===== config.mk =====
export PLATFORM = sky130hd
export DESIGN_NAME = multichannel_slow_pwm_table_top
export DESIGN_NICKNAME = d
export VERILOG_FILES = /design/src/rtl/mspwm_pkg.sv /design/src/rtl/mspwm_cell.sv /design/src/rtl/mspwm_div.sv /design/src/rtl/multichannel_slow_pwm_table_top.sv
export VERILOG_INCLUDE_DIRS = /design/src /design/src/rtl
export SDC_FILE = /design/constraint.sdc
export NUM_CORES = 2
export LEC_CHECK = 0
export ABC_AREA = 0
export CAP_MARGIN = 20
export CORE_UTILIZATION = 55
export DETAILED_ROUTE_END_ITERATION = 10
export DONT_BUFFER_PORTS = 1
export GPL_ROUTABILITY_DRIVEN = 1
export GPL_TIMING_DRIVEN = 1
export HOLD_SLACK_MARGIN = 0.15
export PLACE_DENSITY_LB_ADDON = 0.25
export SYNTH_ARGS = -nofsm -noshare
export SYNTH_HDL_FRONTEND = slang
export SYNTH_HIERARCHICAL = 1
export SYNTH_SLANG_ARGS = --single-unit

===== constraint.sdc =====
create_clock -name clk -period 12.35 [get_ports clk]
set_input_delay 0 -clock clk [delete_from_list [all_inputs] [get_ports clk]]
set_output_delay 0 -clock clk [all_outputs]
set_load 0.02 [all_outputs]

===== src/rtl/assert_macros.svh =====
// Assertion macros used by the top-level design file.
`ifndef ASSERT_MACROS_SVH
`define ASSERT_MACROS_SVH

// Implication checked in the same cycle.
`define ASSERT_SAME(lbl, ante, cons, msg) \
  lbl: assert property (@(posedge clk) disable iff (!rst_n) (ante) |-> (cons)) else $error(msg);

// Implication checked in the cycle after the antecedent.
`define ASSERT_NEXT(lbl, ante, cons, msg) \
  lbl: assert property (@(posedge clk) disable iff (!rst_n) (ante) |=> (cons)) else $error(msg);

`endif


===== src/rtl/mspwm_pkg.sv =====
// Types, codes and constants of the multichannel slow PWM table.
package mspwm_pkg;

  localparam int CHANNELS_DEF = 16;
  localparam int DUTY_MAX = 100;
  localparam logic [7:0] PIN_NONE = 8'd255;
  localparam int PROD_W = 40;

  localparam logic [3:0] ACT_TICK = 4'd0;
  localparam logic [3:0] ACT_SETUP = 4'd1;
  localparam logic [3:0] ACT_MODIFY = 4'd2;
  localparam logic [3:0] ACT_DELETE = 4'd3;
  localparam logic [3:0] ACT_RESTART = 4'd4;
  localparam logic [3:0] ACT_ENABLE = 4'd5;
  localparam logic [3:0] ACT_DISABLE = 4'd6;
  localparam logic [3:0] ACT_TOGGLE = 4'd7;
  localparam logic [3:0] ACT_EN_ALL = 4'd8;
  localparam logic [3:0] ACT_DIS_ALL = 4'd9;
  localparam logic [3:0] ACT_QUERY = 4'd10;

  localparam logic [2:0] ST_OK = 3'd0;
  localparam logic [2:0] ST_BAD_ARG = 3'd1;
  localparam logic [2:0] ST_FULL = 3'd2;
  localparam logic [2:0] ST_BAD_CHAN = 3'd3;
  localparam logic [2:0] ST_PIN = 3'd4;

  typedef struct packed {
    logic [3:0] action;
    logic [3:0] channel;
    logic [7:0] pin;
    logic [31:0] period;
    logic [7:0] duty;
  } in_t;

  typedef struct packed {
    logic [2:0] status;
    logic [3:0] slot;
    logic [15:0] levels;
    logic [15:0] start_mask;
    logic [15:0] stop_mask;
    logic is_on;
    logic [4:0] in_use;
  } out_t;

  typedef struct packed {
    logic [31:0] start_time;
    logic [31:0] period_len;
    logic [31:0] high_len;
    logic [7:0] pin_label;
    logic enabled;
    logic level;
  } chan_t;

  localparam chan_t CHAN_CLEAR = '{start_time: 32'd0, period_len: 32'd0, high_len: 32'd0,
                                   pin_label: PIN_NONE, enabled: 1'b0, level: 1'b0};

  typedef enum logic [1:0] {
    S_IDLE,
    S_MUL,
    S_DIV,
    S_SCAN
  } state_t;

endpackage


===== src/rtl/mspwm_cell.sv =====
// One channel cell of the rotating channel ring.
module mspwm_cell (
  input  logic              clk,
  input  logic              rst_n,
  input  logic              shift,
  input  mspwm_pkg::chan_t  d_in,
  output mspwm_pkg::chan_t  q
);

  mspwm_pkg::chan_t q_r;

  always_ff @(posedge clk) begin
    if (!rst_n) begin
      q_r <= mspwm_pkg::CHAN_CLEAR;
    end else if (shift) begin
      q_r <= d_in;
    end
  end

  assign q = q_r;

endmodule


===== src/rtl/mspwm_div.sv =====
// Divider by the duty scale, one quotient byte per cycle by reciprocal multiplication.
module mspwm_div (
  input  logic                          clk,
  input  logic                          rst_n,
  input  logic                          start,
  input  logic [mspwm_pkg::PROD_W-1:0]  dividend,
  output logic                          idle,
  output logic [31:0]                   quotient
);

  localparam int NDIG = mspwm_pkg::PROD_W / 8;
  localparam int CW = $clog2(NDIG + 1);
  // For a partial dividend below 25600, (x * 5243) >> 19 equals x / 100 rounded down.
  localparam logic [12:0] RECIP = 13'd5243;

  logic [CW-1:0] cnt_r, cnt_nxt;
  logic [6:0] rem_r, rem_nxt;
  logic [mspwm_pkg::PROD_W-1:0] sh_r, sh_nxt;
  logic [14:0] trial;
  logic [27:0] prod;
  logic [7:0] qd;

  always_comb begin
    trial = {rem_r, sh_r[mspwm_pkg::PROD_W-1 -: 8]};
    prod = 28'(trial) * 28'(RECIP);
    qd = prod[26:19];
    rem_nxt = 7'(trial - 15'(qd) * 15'(mspwm_pkg::DUTY_MAX));
    sh_nxt = {sh_r[mspwm_pkg::PROD_W-9:0], qd};
    cnt_nxt = cnt_r - CW'(1);
  end

  always_ff @(posedge clk) begin
    if (!rst_n) begin
      cnt_r <= '0;
    end else if (start) begin
      cnt_r <= CW'(NDIG);
    end else if (cnt_r != '0) begin
      cnt_r <= cnt_nxt;
    end
  end

  always_ff @(posedge clk) begin
    if (start) begin
      rem_r <= '0;
      sh_r <= dividend;
    end else if (cnt_r != '0) begin
      rem_r <= rem_nxt;
      sh_r <= sh_nxt;
    end
  end

  assign idle = (cnt_r == '0);
  assign quotient = sh_r[31:0];

endmodule


===== src/rtl/multichannel_slow_pwm_table_top.sv =====
// Top level of the multichannel slow PWM table with its channel ring and control.
// A transaction is taken only in the idle state and walks the whole channel ring once;
// setup or modify with valid arguments first passes the multiply and divide states.
// The result is registered when the last channel steps; a new transaction waits until then.
// The on time comes from a divider that produces one quotient byte per cycle.
// Synchronous active-low reset clears the time counter, all channels and the count in use.
`include "assert_macros.svh"
module multichannel_slow_pwm_table_top #(
  parameter int CHANNELS = mspwm_pkg::CHANNELS_DEF
) (
  input  logic              clk,
  input  logic              rst_n,
  input  logic              in_valid,
  output logic              in_stall,
  input  mspwm_pkg::in_t    in_data,
  output logic              out_valid,
  input  logic              out_stall,
  output mspwm_pkg::out_t   out_data
);

  localparam int KW = (CHANNELS > 1) ? $clog2(CHANNELS) : 1;

  mspwm_pkg::state_t state_r, state_nxt;
  mspwm_pkg::chan_t cq [CHANNELS];
  mspwm_pkg::chan_t cd [CHANNELS];
  mspwm_pkg::chan_t head_new;

  logic [31:0] now_r;
  logic [4:0] used_r, used_nxt;
  logic [KW-1:0] k_r;
  logic [3:0] act_r, ch_r;
  logic [7:0] pin_r, duty_r;
  logic [31:0] per_r, hl_r;
  logic chok_r, setup_ok_r, found_r, found_nxt, ison_r, ison_nxt;
  logic [2:0] status_r, status_nxt, status_init;
  logic [3:0] slot_r, slot_nxt;
  logic [15:0] lv_r, lv_nxt, st_r, st_nxt, sp_r, sp_nxt;
  mspwm_pkg::out_t out_r;
  logic out_valid_r;

  logic accept, last, step, div_start, div_idle;
  logic args_ok, in_chok, sel;
  logic [31:0] el, quotient;

  genvar gi;
  generate
    for (gi = 0; gi < CHANNELS; gi++) begin : g_ring
      if (gi == CHANNELS - 1) begin : g_tail
        assign cd[gi] = head_new;
      end else begin : g_mid
        assign cd[gi] = cq[gi+1];
      end
      mspwm_cell u_cell (
        .clk   (clk),
        .rst_n (rst_n),
        .shift (step),
        .d_in  (cd[gi]),
        .q     (cq[gi])
      );
    end
  endgenerate

  mspwm_div u_div (
    .clk      (clk),
    .rst_n    (rst_n),
    .start    (div_start),
    .dividend (mspwm_pkg::PROD_W'(per_r) * mspwm_pkg::PROD_W'(duty_r)),
    .idle     (div_idle),
    .quotient (quotient)
  );

  assign accept = in_valid && !in_stall;
  assign args_ok = (in_data.period != 32'd0) && (in_data.duty <= 8'(mspwm_pkg::DUTY_MAX));
  assign in_chok = {1'b0, in_data.channel} < 5'(CHANNELS);
  assign last = (k_r == KW'(CHANNELS - 1));

  always_comb begin
    in_stall = 1'b1;
    div_start = 1'b0;
    step = 1'b0;
    unique case (state_r)
      mspwm_pkg::S_IDLE: in_stall = 1'b0;
      mspwm_pkg::S_MUL: div_start = 1'b1;
      mspwm_pkg::S_DIV: ;
      mspwm_pkg::S_SCAN: step = !last || !out_valid_r || !out_stall;
      default: ;
    endcase
  end

  always_comb begin
    state_nxt = state_r;
    unique case (state_r)
      mspwm_pkg::S_IDLE: begin
        if (accept) begin
          if ((in_data.action == mspwm_pkg::ACT_SETUP ||
               in_data.action == mspwm_pkg::ACT_MODIFY) && args_ok) begin
            state_nxt = mspwm_pkg::S_MUL;
          end else begin
            state_nxt = mspwm_pkg::S_SCAN;
          end
        end
      end
      mspwm_pkg::S_MUL: state_nxt = mspwm_pkg::S_DIV;
      mspwm_pkg::S_DIV: if (div_idle) state_nxt = mspwm_pkg::S_SCAN;
      mspwm_pkg::S_SCAN: if (step && last) state_nxt = mspwm_pkg::S_IDLE;
      default: state_nxt = mspwm_pkg::S_IDLE;
    endcase
  end

  always_comb begin
    status_init = mspwm_pkg::ST_OK;
    unique case (in_data.action) inside
      mspwm_pkg::ACT_SETUP: begin
        status_init = !args_ok ? mspwm_pkg::ST_BAD_ARG : mspwm_pkg::ST_FULL;
      end
      mspwm_pkg::ACT_MODIFY: begin
        if (!args_ok) status_init = mspwm_pkg::ST_BAD_ARG;
        else if (!in_chok) status_init = mspwm_pkg::ST_BAD_CHAN;
      end
      mspwm_pkg::ACT_DELETE, mspwm_pkg::ACT_RESTART, mspwm_pkg::ACT_ENABLE,
      mspwm_pkg::ACT_DISABLE, mspwm_pkg::ACT_TOGGLE, mspwm_pkg::ACT_QUERY: begin
        if (!in_chok) status_init = mspwm_pkg::ST_BAD_CHAN;
      end
      default: ;
    endcase
  end

  always_comb begin
    head_new = cq[0];
    found_nxt = found_r;
    status_nxt = status_r;
    slot_nxt = slot_r;
    ison_nxt = ison_r;
    used_nxt = used_r;
    st_nxt = st_r;
    sp_nxt = sp_r;
    sel = chok_r && (ch_r == 4'(k_r));
    el = now_r - cq[0].start_time;
    unique case (act_r)
      mspwm_pkg::ACT_TICK: begin
        if (cq[0].enabled) begin
          if (el <= cq[0].high_len) begin
            if (!cq[0].level) begin
              head_new.level = 1'b1;
              st_nxt[k_r] = 1'b1;
            end
          end else if (el < cq[0].period_len) begin
            if (cq[0].level) begin
              head_new.level = 1'b0;
              sp_nxt[k_r] = 1'b1;
            end
          end else begin
            head_new.start_time = now_r;
          end
        end
      end
      mspwm_pkg::ACT_SETUP: begin
        if (setup_ok_r && !found_r && cq[0].period_len == 32'd0 && !cq[0].enabled) begin
          head_new = '{start_time: now_r, period_len: per_r, high_len: hl_r,
                       pin_label: pin_r, enabled: 1'b1, level: 1'b1};
          found_nxt = 1'b1;
          status_nxt = mspwm_pkg::ST_OK;
          slot_nxt = 4'(k_r);
          used_nxt = used_r + 5'd1;
        end
      end
      mspwm_pkg::ACT_MODIFY: begin
        if (sel && status_r == mspwm_pkg::ST_OK) begin
          if (cq[0].pin_label != pin_r) begin
            status_nxt = mspwm_pkg::ST_PIN;
          end else begin
            head_new.period_len = per_r;
            head_new.high_len = hl_r;
            head_new.level = 1'b1;
            head_new.start_time = now_r;
          end
        end
      end
      mspwm_pkg::ACT_DELETE: begin
        if (sel && used_r != 5'd0 && cq[0].pin_label != mspwm_pkg::PIN_NONE &&
            cq[0].period_len != 32'd0) begin
          head_new = mspwm_pkg::CHAN_CLEAR;
          used_nxt = used_r - 5'd1;
        end
      end
      mspwm_pkg::ACT_RESTART: if (sel) head_new.start_time = now_r;
      mspwm_pkg::ACT_ENABLE: if (sel) head_new.enabled = 1'b1;
      mspwm_pkg::ACT_DISABLE: if (sel) head_new.enabled = 1'b0;
      mspwm_pkg::ACT_TOGGLE: if (sel) head_new.enabled = !cq[0].enabled;
      mspwm_pkg::ACT_QUERY: if (sel) ison_nxt = cq[0].enabled;
      mspwm_pkg::ACT_EN_ALL: if (cq[0].period_len != 32'd0) head_new.enabled = 1'b1;
      mspwm_pkg::ACT_DIS_ALL: if (cq[0].period_len != 32'd0) head_new.enabled = 1'b0;
      default: ;
    endcase
    lv_nxt = lv_r;
    lv_nxt[k_r] = head_new.level;
  end

  always_ff @(posedge clk) begin
    if (!rst_n) begin
      state_r <= mspwm_pkg::S_IDLE;
      now_r <= '0;
      used_r <= '0;
      k_r <= '0;
      out_valid_r <= 1'b0;
    end else begin
      state_r <= state_nxt;
      if (accept && in_data.action == mspwm_pkg::ACT_TICK) begin
        now_r <= now_r + 32'd1;
      end
      if (step) begin
        used_r <= used_nxt;
        k_r <= last ? '0 : k_r + KW'(1);
      end
      if (step && last) begin
        out_valid_r <= 1'b1;
      end else if (!out_stall) begin
        out_valid_r <= 1'b0;
      end
    end
  end

  always_ff @(posedge clk) begin
    if (accept) begin
      act_r <= in_data.action;
      ch_r <= in_data.channel;
      pin_r <= in_data.pin;
      per_r <= in_data.period;
      duty_r <= in_data.duty;
      chok_r <= in_chok;
      found_r <= 1'b0;
      ison_r <= 1'b0;
      lv_r <= '0;
      st_r <= '0;
      sp_r <= '0;
      setup_ok_r <= args_ok && (used_r < 5'(CHANNELS));
      slot_r <= (in_data.action == mspwm_pkg::ACT_SETUP) ? 4'd0 : in_data.channel;
      status_r <= status_init;
    end else if (step) begin
      found_r <= found_nxt;
      status_r <= status_nxt;
      slot_r <= slot_nxt;
      ison_r <= ison_nxt;
      lv_r <= lv_nxt;
      st_r <= st_nxt;
      sp_r <= sp_nxt;
    end
    if (state_r == mspwm_pkg::S_DIV && div_idle) begin
      hl_r <= quotient;
    end
    if (step && last) begin
      out_r <= '{status: status_nxt, slot: slot_nxt, levels: lv_nxt, start_mask: st_nxt,
                 stop_mask: sp_nxt, is_on: ison_nxt, in_use: used_nxt};
    end
  end

  assign out_valid = out_valid_r;
  assign out_data = out_r;

  `ASSERT_SAME(a_in_use_bound, out_valid_r, out_r.in_use <= 5'(CHANNELS), "in_use above channel count")
  `ASSERT_SAME(a_status_code, out_valid_r, out_r.status <= mspwm_pkg::ST_PIN, "undefined status code")
  `ASSERT_NEXT(a_busy_after_accept, accept, state_r != mspwm_pkg::S_IDLE, "accepted while idle stays")

endmodule


Word-level counts from Yosys, hierarchy flattened:

Index checks and enable logic that the tools add are counted.

* register bits after elaboration: 1997
* output and inout port bits: 63
* word-level logic and storage cells: 275

* $add $sub $neg: 7
* $mul: 3
* $lt $le $gt $ge: 6
* eq/ne operators: 23
* muxes and demuxes: 69
* bitwise logic cells: 3
* reduce and logical (&&, ||, !) cells: 38

Operator list (count)
* $mux 106: 2
* $mux 96: 2
* $pmux 64 s3: 1
* $pmux 32 s5: 1
* $mux 16: 9
* $mux 32: 4
* $mux 40: 2
* $reduce_bool 32->1: 2
* $mul 32x8->40: 1
* $add 32x1->32 const B: 1
* $le 32x32->1: 1
* $logic_not 32->1: 1
* $lt 32x32->1: 1
* $or 16x16->16: 2
* $sub 32x32->32: 1
* $mul 15x13->27 const B: 1
* $mux 4: 6
* $mux 3: 7
* $mux 1: 19
* $bwmux 16: 1
* $eq 4x3->1 const B: 4
* $eq 4x4->1 const B: 4
* $pmux 8 s2: 1
* $logic_and 1x1->1: 15
* 39 further kinds: 60

Depth between registers and ports, before layout:

* word-level depth: 10
* depth in mapped cells: 27
* mapped depth without buffers: 26

Cells and area by module:

The synthesis kept the hierarchy.

Modules (own cells, without submodules)
* mspwm_cell: times used 16, cells each 341, area an instance 4017.6 um2, seq. area each 2122.0 um2
* multichannel_slow_pwm_table_top: times used 1, cells each 2337, area an instance 22147.5 um2, seq. area each 6596.3 um2
* mspwm_div: times used 1, cells each 547, area an instance 6003.3 um2, seq. area each 1401.3 um2

Least setup slack after synthesis:

OpenSTA, ideal clock, no wires.

* kind: register -> register
* from: register u_div.rem_r[5]
* to: register u_div.rem_r[6]
* data arrival time: 5.883 ns
* setup slack: 6.387 ns
* stages on the path, launching flop included: 25
* buffers on the path: 0
* period minus slack after synthesis: 5.963 ns
* path through: dfxtp_1 ha_1 fa_1 fa_1 fa_1 inv_1 fa_1 inv_1 ha_1 a21o_1 a21o_1 a211oi_2 o31ai_1 a31oi_4 xor2_2 inv_1 ha_1 fa_1 inv_1 a21o_1 a21oi_1 xnor2_1 xnor2_1 xnor3_1 a211oi_2

* cells in the longest elaborated chain, start to end: 3

RTL lines
* start: declaration: line mspwm_div.sv:17 `logic [6:0] rem_r, rem_nxt;`
* start signal: assignment: line mspwm_div.sv:47 `rem_r <= rem_nxt;`
* $mul 15x13->27: line mspwm_div.sv:25 `prod = 28'(trial) * 28'(RECIP);`
* $mul 8x5->5: line mspwm_div.sv:27 `rem_nxt = 7'(trial - 15'(qd) * 15'(mspwm_pkg::DUTY_MAX));`
* $sub 7x7->7: line mspwm_div.sv:27

Every way passes these cells.
A chain may end at the register's enable or synchronous reset.

==> impl.org <==
** Global routing
- Vias in the first global route :: 61456
- The first global-routing pass estimated 324000 µm of wire.
- Largest net degree at the start of global routing :: 1100
- The number of antenna violations at the first check in global routing came to 7.
- For this run the aggregate overflow at the end of global routing stands at 0.
- Overall Global Routing Usage :: 0.233

** Clock network
- # hold bufs at CTS :: 1150
- TritonCTS built the clock tree.
- The longest clock path from root to sink contains 3 buffers.
- After clock tree synthesis, the clock-pin slew on the worst setup and hold paths is 60 ps.
- In this run the number of H-tree levels came out at 4.
- In this run, CTS created clock tree buffers numbering 196.
- Post-CTS Resized :: 0
- Num Clock Sinks :: 1997
- The tree is rooted in a clkbuf_16.
- For the worst-skew pair, the clock arrives at the later sink with an insertion delay of 870 ps.
- # Post-CTS Setup Buffers :: 0

** Logic synthesis
- Most frequent cells after synthesis :: dfxtp_1 (1800), mux2i_1 (1700), nor2b_1 (1591), nand2_1 (413), inv_1 (389)
- Syn Area/Cell :: 11.1 µm²
- Number of enable flip-flop cells after synthesis :: 197
- Synthesis inferred 1997 register bits.
- The most used flip-flop cell after synthesis is dfxtp_1.
- Leading area contributor after synthesis :: dfxtp_1
- After technology mapping, the gate count stands at 8340.
- Net count of the mapped netlist :: 8922
- Post-synthesis instance area :: 92400 µm²
- For this run, the register share of the synthesized area comes to 0.454.
- Proportion of netlist area held by the largest area contributor :: 0.390
- Async set or reset register ratio after synthesis :: 0
- Yosys printed 6 warnings.
- Cell with the most instances after synthesis :: dfxtp_1
- Count of distinct cell types in the synthesized netlist :: 90
- Most area-consuming cells after synthesis :: dfxtp_1 (39%), mux2i_1 (18%), nor2b_1 (11%)

** Finish
- After the last flow step, the layout net total stands at 9798.
- Final non-filler cell area :: 110000 µm²
- Of the cells placed in the final design, the portion with a size suffix greater than 1 is 0.0500.
- For this run, the share of the core covered by cells in the final layout is 0.661.
- Compared with the post-synthesis result, the final layout area differs by 19.4%.

** STA
- The worst path needs 6920 ps of the cycle, external delays included.
- Setup repair after global routing left no endpoint under its margin.
- Final TNS setup :: 0 ps
- Timing would allow up to 0.145 GHz.
- For the pin with the worst max-slew slack, the measured transition is 1200 ps.
- Headroom to the max-slew limit came out at 0.189.
- Setup violations remaining at the end of the flow were counted as 0.
- Final slew viol count :: 0
- The clock arrives with 62.7 ps of skew.
- The final hold violation count was 0.
- After layout, the worst setup slack is 5430 ps.
- Dividing the final minimum period by the clock period gives 0.560.

** Place
- Detail Placement HPWL :: 115000 µm
- Placer congestion estimate :: 0.863
- Dpl ws :: 5350 ps
- Summing all placed instances gives a cell area of 91900 µm².
- During placement, the flow inserted port buffers numbering 0.

** Outcome
- The run finished with clean final reports.

** Worst setup path
- In this run the worst setup path terminates at g_ring[15].u_cell/q[84]$_SDFFE_PN0P_.
- Reg2reg setup slack :: 5430 ps
- WP buf/inv :: 4
- FF-to-FF Start :: now_r[0]$_SDFFE_PN0P_
- Maximum single-stage delay on the critical path :: 550 ps
- Length in cells of the worst reg-to-reg path :: 26
- Cell with the largest stage delay on the worst path :: dlygate4sd3_1
- For the worst setup path, the data arrival time is 7710 ps.
- The critical path crosses 26 cells after its start point.
- Along the worst path, the maximum fanout reaches 32.
- Worst path top cell family by delay :: compound AO/OA/AOI/OAI gates
- In this run the worst setup path begins at now_r[0]$_SDFFE_PN0P_.
- Required @ worst endpoint :: 13150 ps
- In this run the critical register-to-register path is captured at g_ring[15].u_cell/q[84]$_SDFFE_PN0P_.
- Element type at the critical path start :: register
- Sort of element at the end of the critical path :: register
- CP dominant cell by count :: a21oi_1
- Setup CP Type :: reg2reg

** Detailed routing
- DR vias :: 60005
- Number of nets still failing antenna checks after routing :: 0
- The pre-antenna-repair detailed-routing pass consisted of 5 iterations.
- Using the TritonRoute via totals, the vias-per-cell ratio works out to 5.18.
- The final layout contains routed wiring with a total length of 200000 µm.
- DRC violations left :: 0
- In this run, the number of DRC markers left after iteration 0 of detailed routing was 3029.
- Routed wirelength normalized by instance count :: 17.2 µm

** Power and ir drop
- Cell-internal power :: 17900 µW
- Leak Pwr :: 0.0415 µW
- Power per Cell Area :: 274 nW/µm²
- Of the total power, combinational logic draws 0.556.
- In this run the power spent charging and discharging nets is 12400 µW.
- Of the total power, the share spent switching nets is 0.409.
- Of the total power, the clock network draws 0.204.
- Reg power frac :: 0.240
- Peak supply drop :: 1220 µV

** Run
- Max capacitance violation total :: 0

** Floorplanning
- Number of rows created at floorplan :: 150
- Measured along the x axis, the die boundary spans 412 µm.
- Initial cell density of the core :: 0.553
- Total die area :: 170000 µm²
- Standard cell core area :: 167000 µm²
- For this design the top-level I/O count stands at 123.
- The floorplan step set the die height to 412 µm.

** Worst hold path
- Worst hold path depth :: 4
- Class of the most critical hold timing path :: in2reg
## metrics by stage
| step | power, µW | hold WS, ps | instances |
|---|---|---|---|
| floorplan | 20500 | 98.9 | 8340 |
| global placement | 23400 | 99.1 | 10065 |
| detailed placement | 23800 | 99.1 | 10065 |
| CTS | 30200 | 222 | 11584 |
| global route | 32500 | 169 | 11592 |
| finish | 30200 | 132 | 11593 |
## per-layer routing
layer,GRT usage,part of all wire,vias up
li1,-,-,29629
met5,0,0.00018,-
met2,0.389,0.48,911
met3,0.0341,0.039,328
met4,0.0773,0.029,6
met1,0.310,0.46,29131
## layout make-up
class	count	area [µm²]
flip-flops and latches	1997	42000
diodes	2	5.00
well taps	2204	2760
inverters	391	1480
fillers	12372	56600
clock buffers	291	5820
multi-input cells	5424	45200
clock inverters	78	948
repair buffers	1206	12200
## worst min path at each step
stage | startpoint | endpoint | slack [ps]
2_1_floorplan | in_data[52] | act_r[0]$_DFFE_PP_ | 100
3_3_place_gp | in_data[10] | per_r[2]$_DFFE_PP_ | 100
3_5_place_dp | in_data[43] | pin_r[3]$_DFFE_PP_ | 100
4_1_cts | rst_n | used_r[4]$_SDFFE_PN0P_ | 220
5_1_grt | rst_n | u_div/cnt_r[1]$_SDFFE_PP0N_ | 170
6_report | rst_n | u_div/cnt_r[1]$_SDFFE_PP0N_ | 130
## power by group through the flow
stage	clock, µW	combinational, µW	sequential, µW
6_report	6170	16800	7250
3_3_place_gp	0	16100	7380
5_1_grt	6560	18700	7260
2_1_floorplan	0	13300	7220
3_5_place_dp	0	16400	7390
4_1_cts	6280	16700	7250
## worst min-delay path, delay by kind of cell
kind,cells,cell delay [ps]
buffers and inverters,3,810
AOI/OAI and AO/OA,1,60
## sequential cells by signal (all words and copies together) (netlist names)
signal	cells
found_r	1
sp_r	16
per_r	32
ch_r	4
k_r	4
u_div/cnt_r	3
act_r	4
st_r	16
u_div/sh_r	40
setup_ok_r	1
u_div/rem_r	7
used_r	5
hl_r	32
slot_r	4
out_data	61
out_valid	1
status_r	3
duty_r	8
lv_r	16
state_r	2
g_ring.u_cell/q	1696
pin_r	8
ison_r	1
now_r	32
## placed cells by master, fill, tap and decap left out, types with 72 or more instances in the layout
master	n
dfxtp_1	1800
mux2i_1	1700
nor2b_1	1591
dlygate4sd3_1	1148
nand2_1	411
inv_1	386
ha_1	271
fa_1	250
clkbuf_16	201
edfxtp_1	197
nor2_1	127
and2_1	121
a22o_1	100
a21oi_1	95
nand3_1	77
xnor2_1	75
o21ai_0	72
## cell families after synthesis
| family | synth area share |
|---|---|
| AOI/OAI and AO/OA | 0.0416 |
| xor gates and xnor gates | 0.0114 |
| adders and majority gates | 0.0910 |
| buffers and inverters | 0.0573 |
| DFF | 0.454 |
| muxes | 0.188 |
| and+or+nand+nor | 0.157 |
Note: power is estimated with default switching activity, not from simulation.
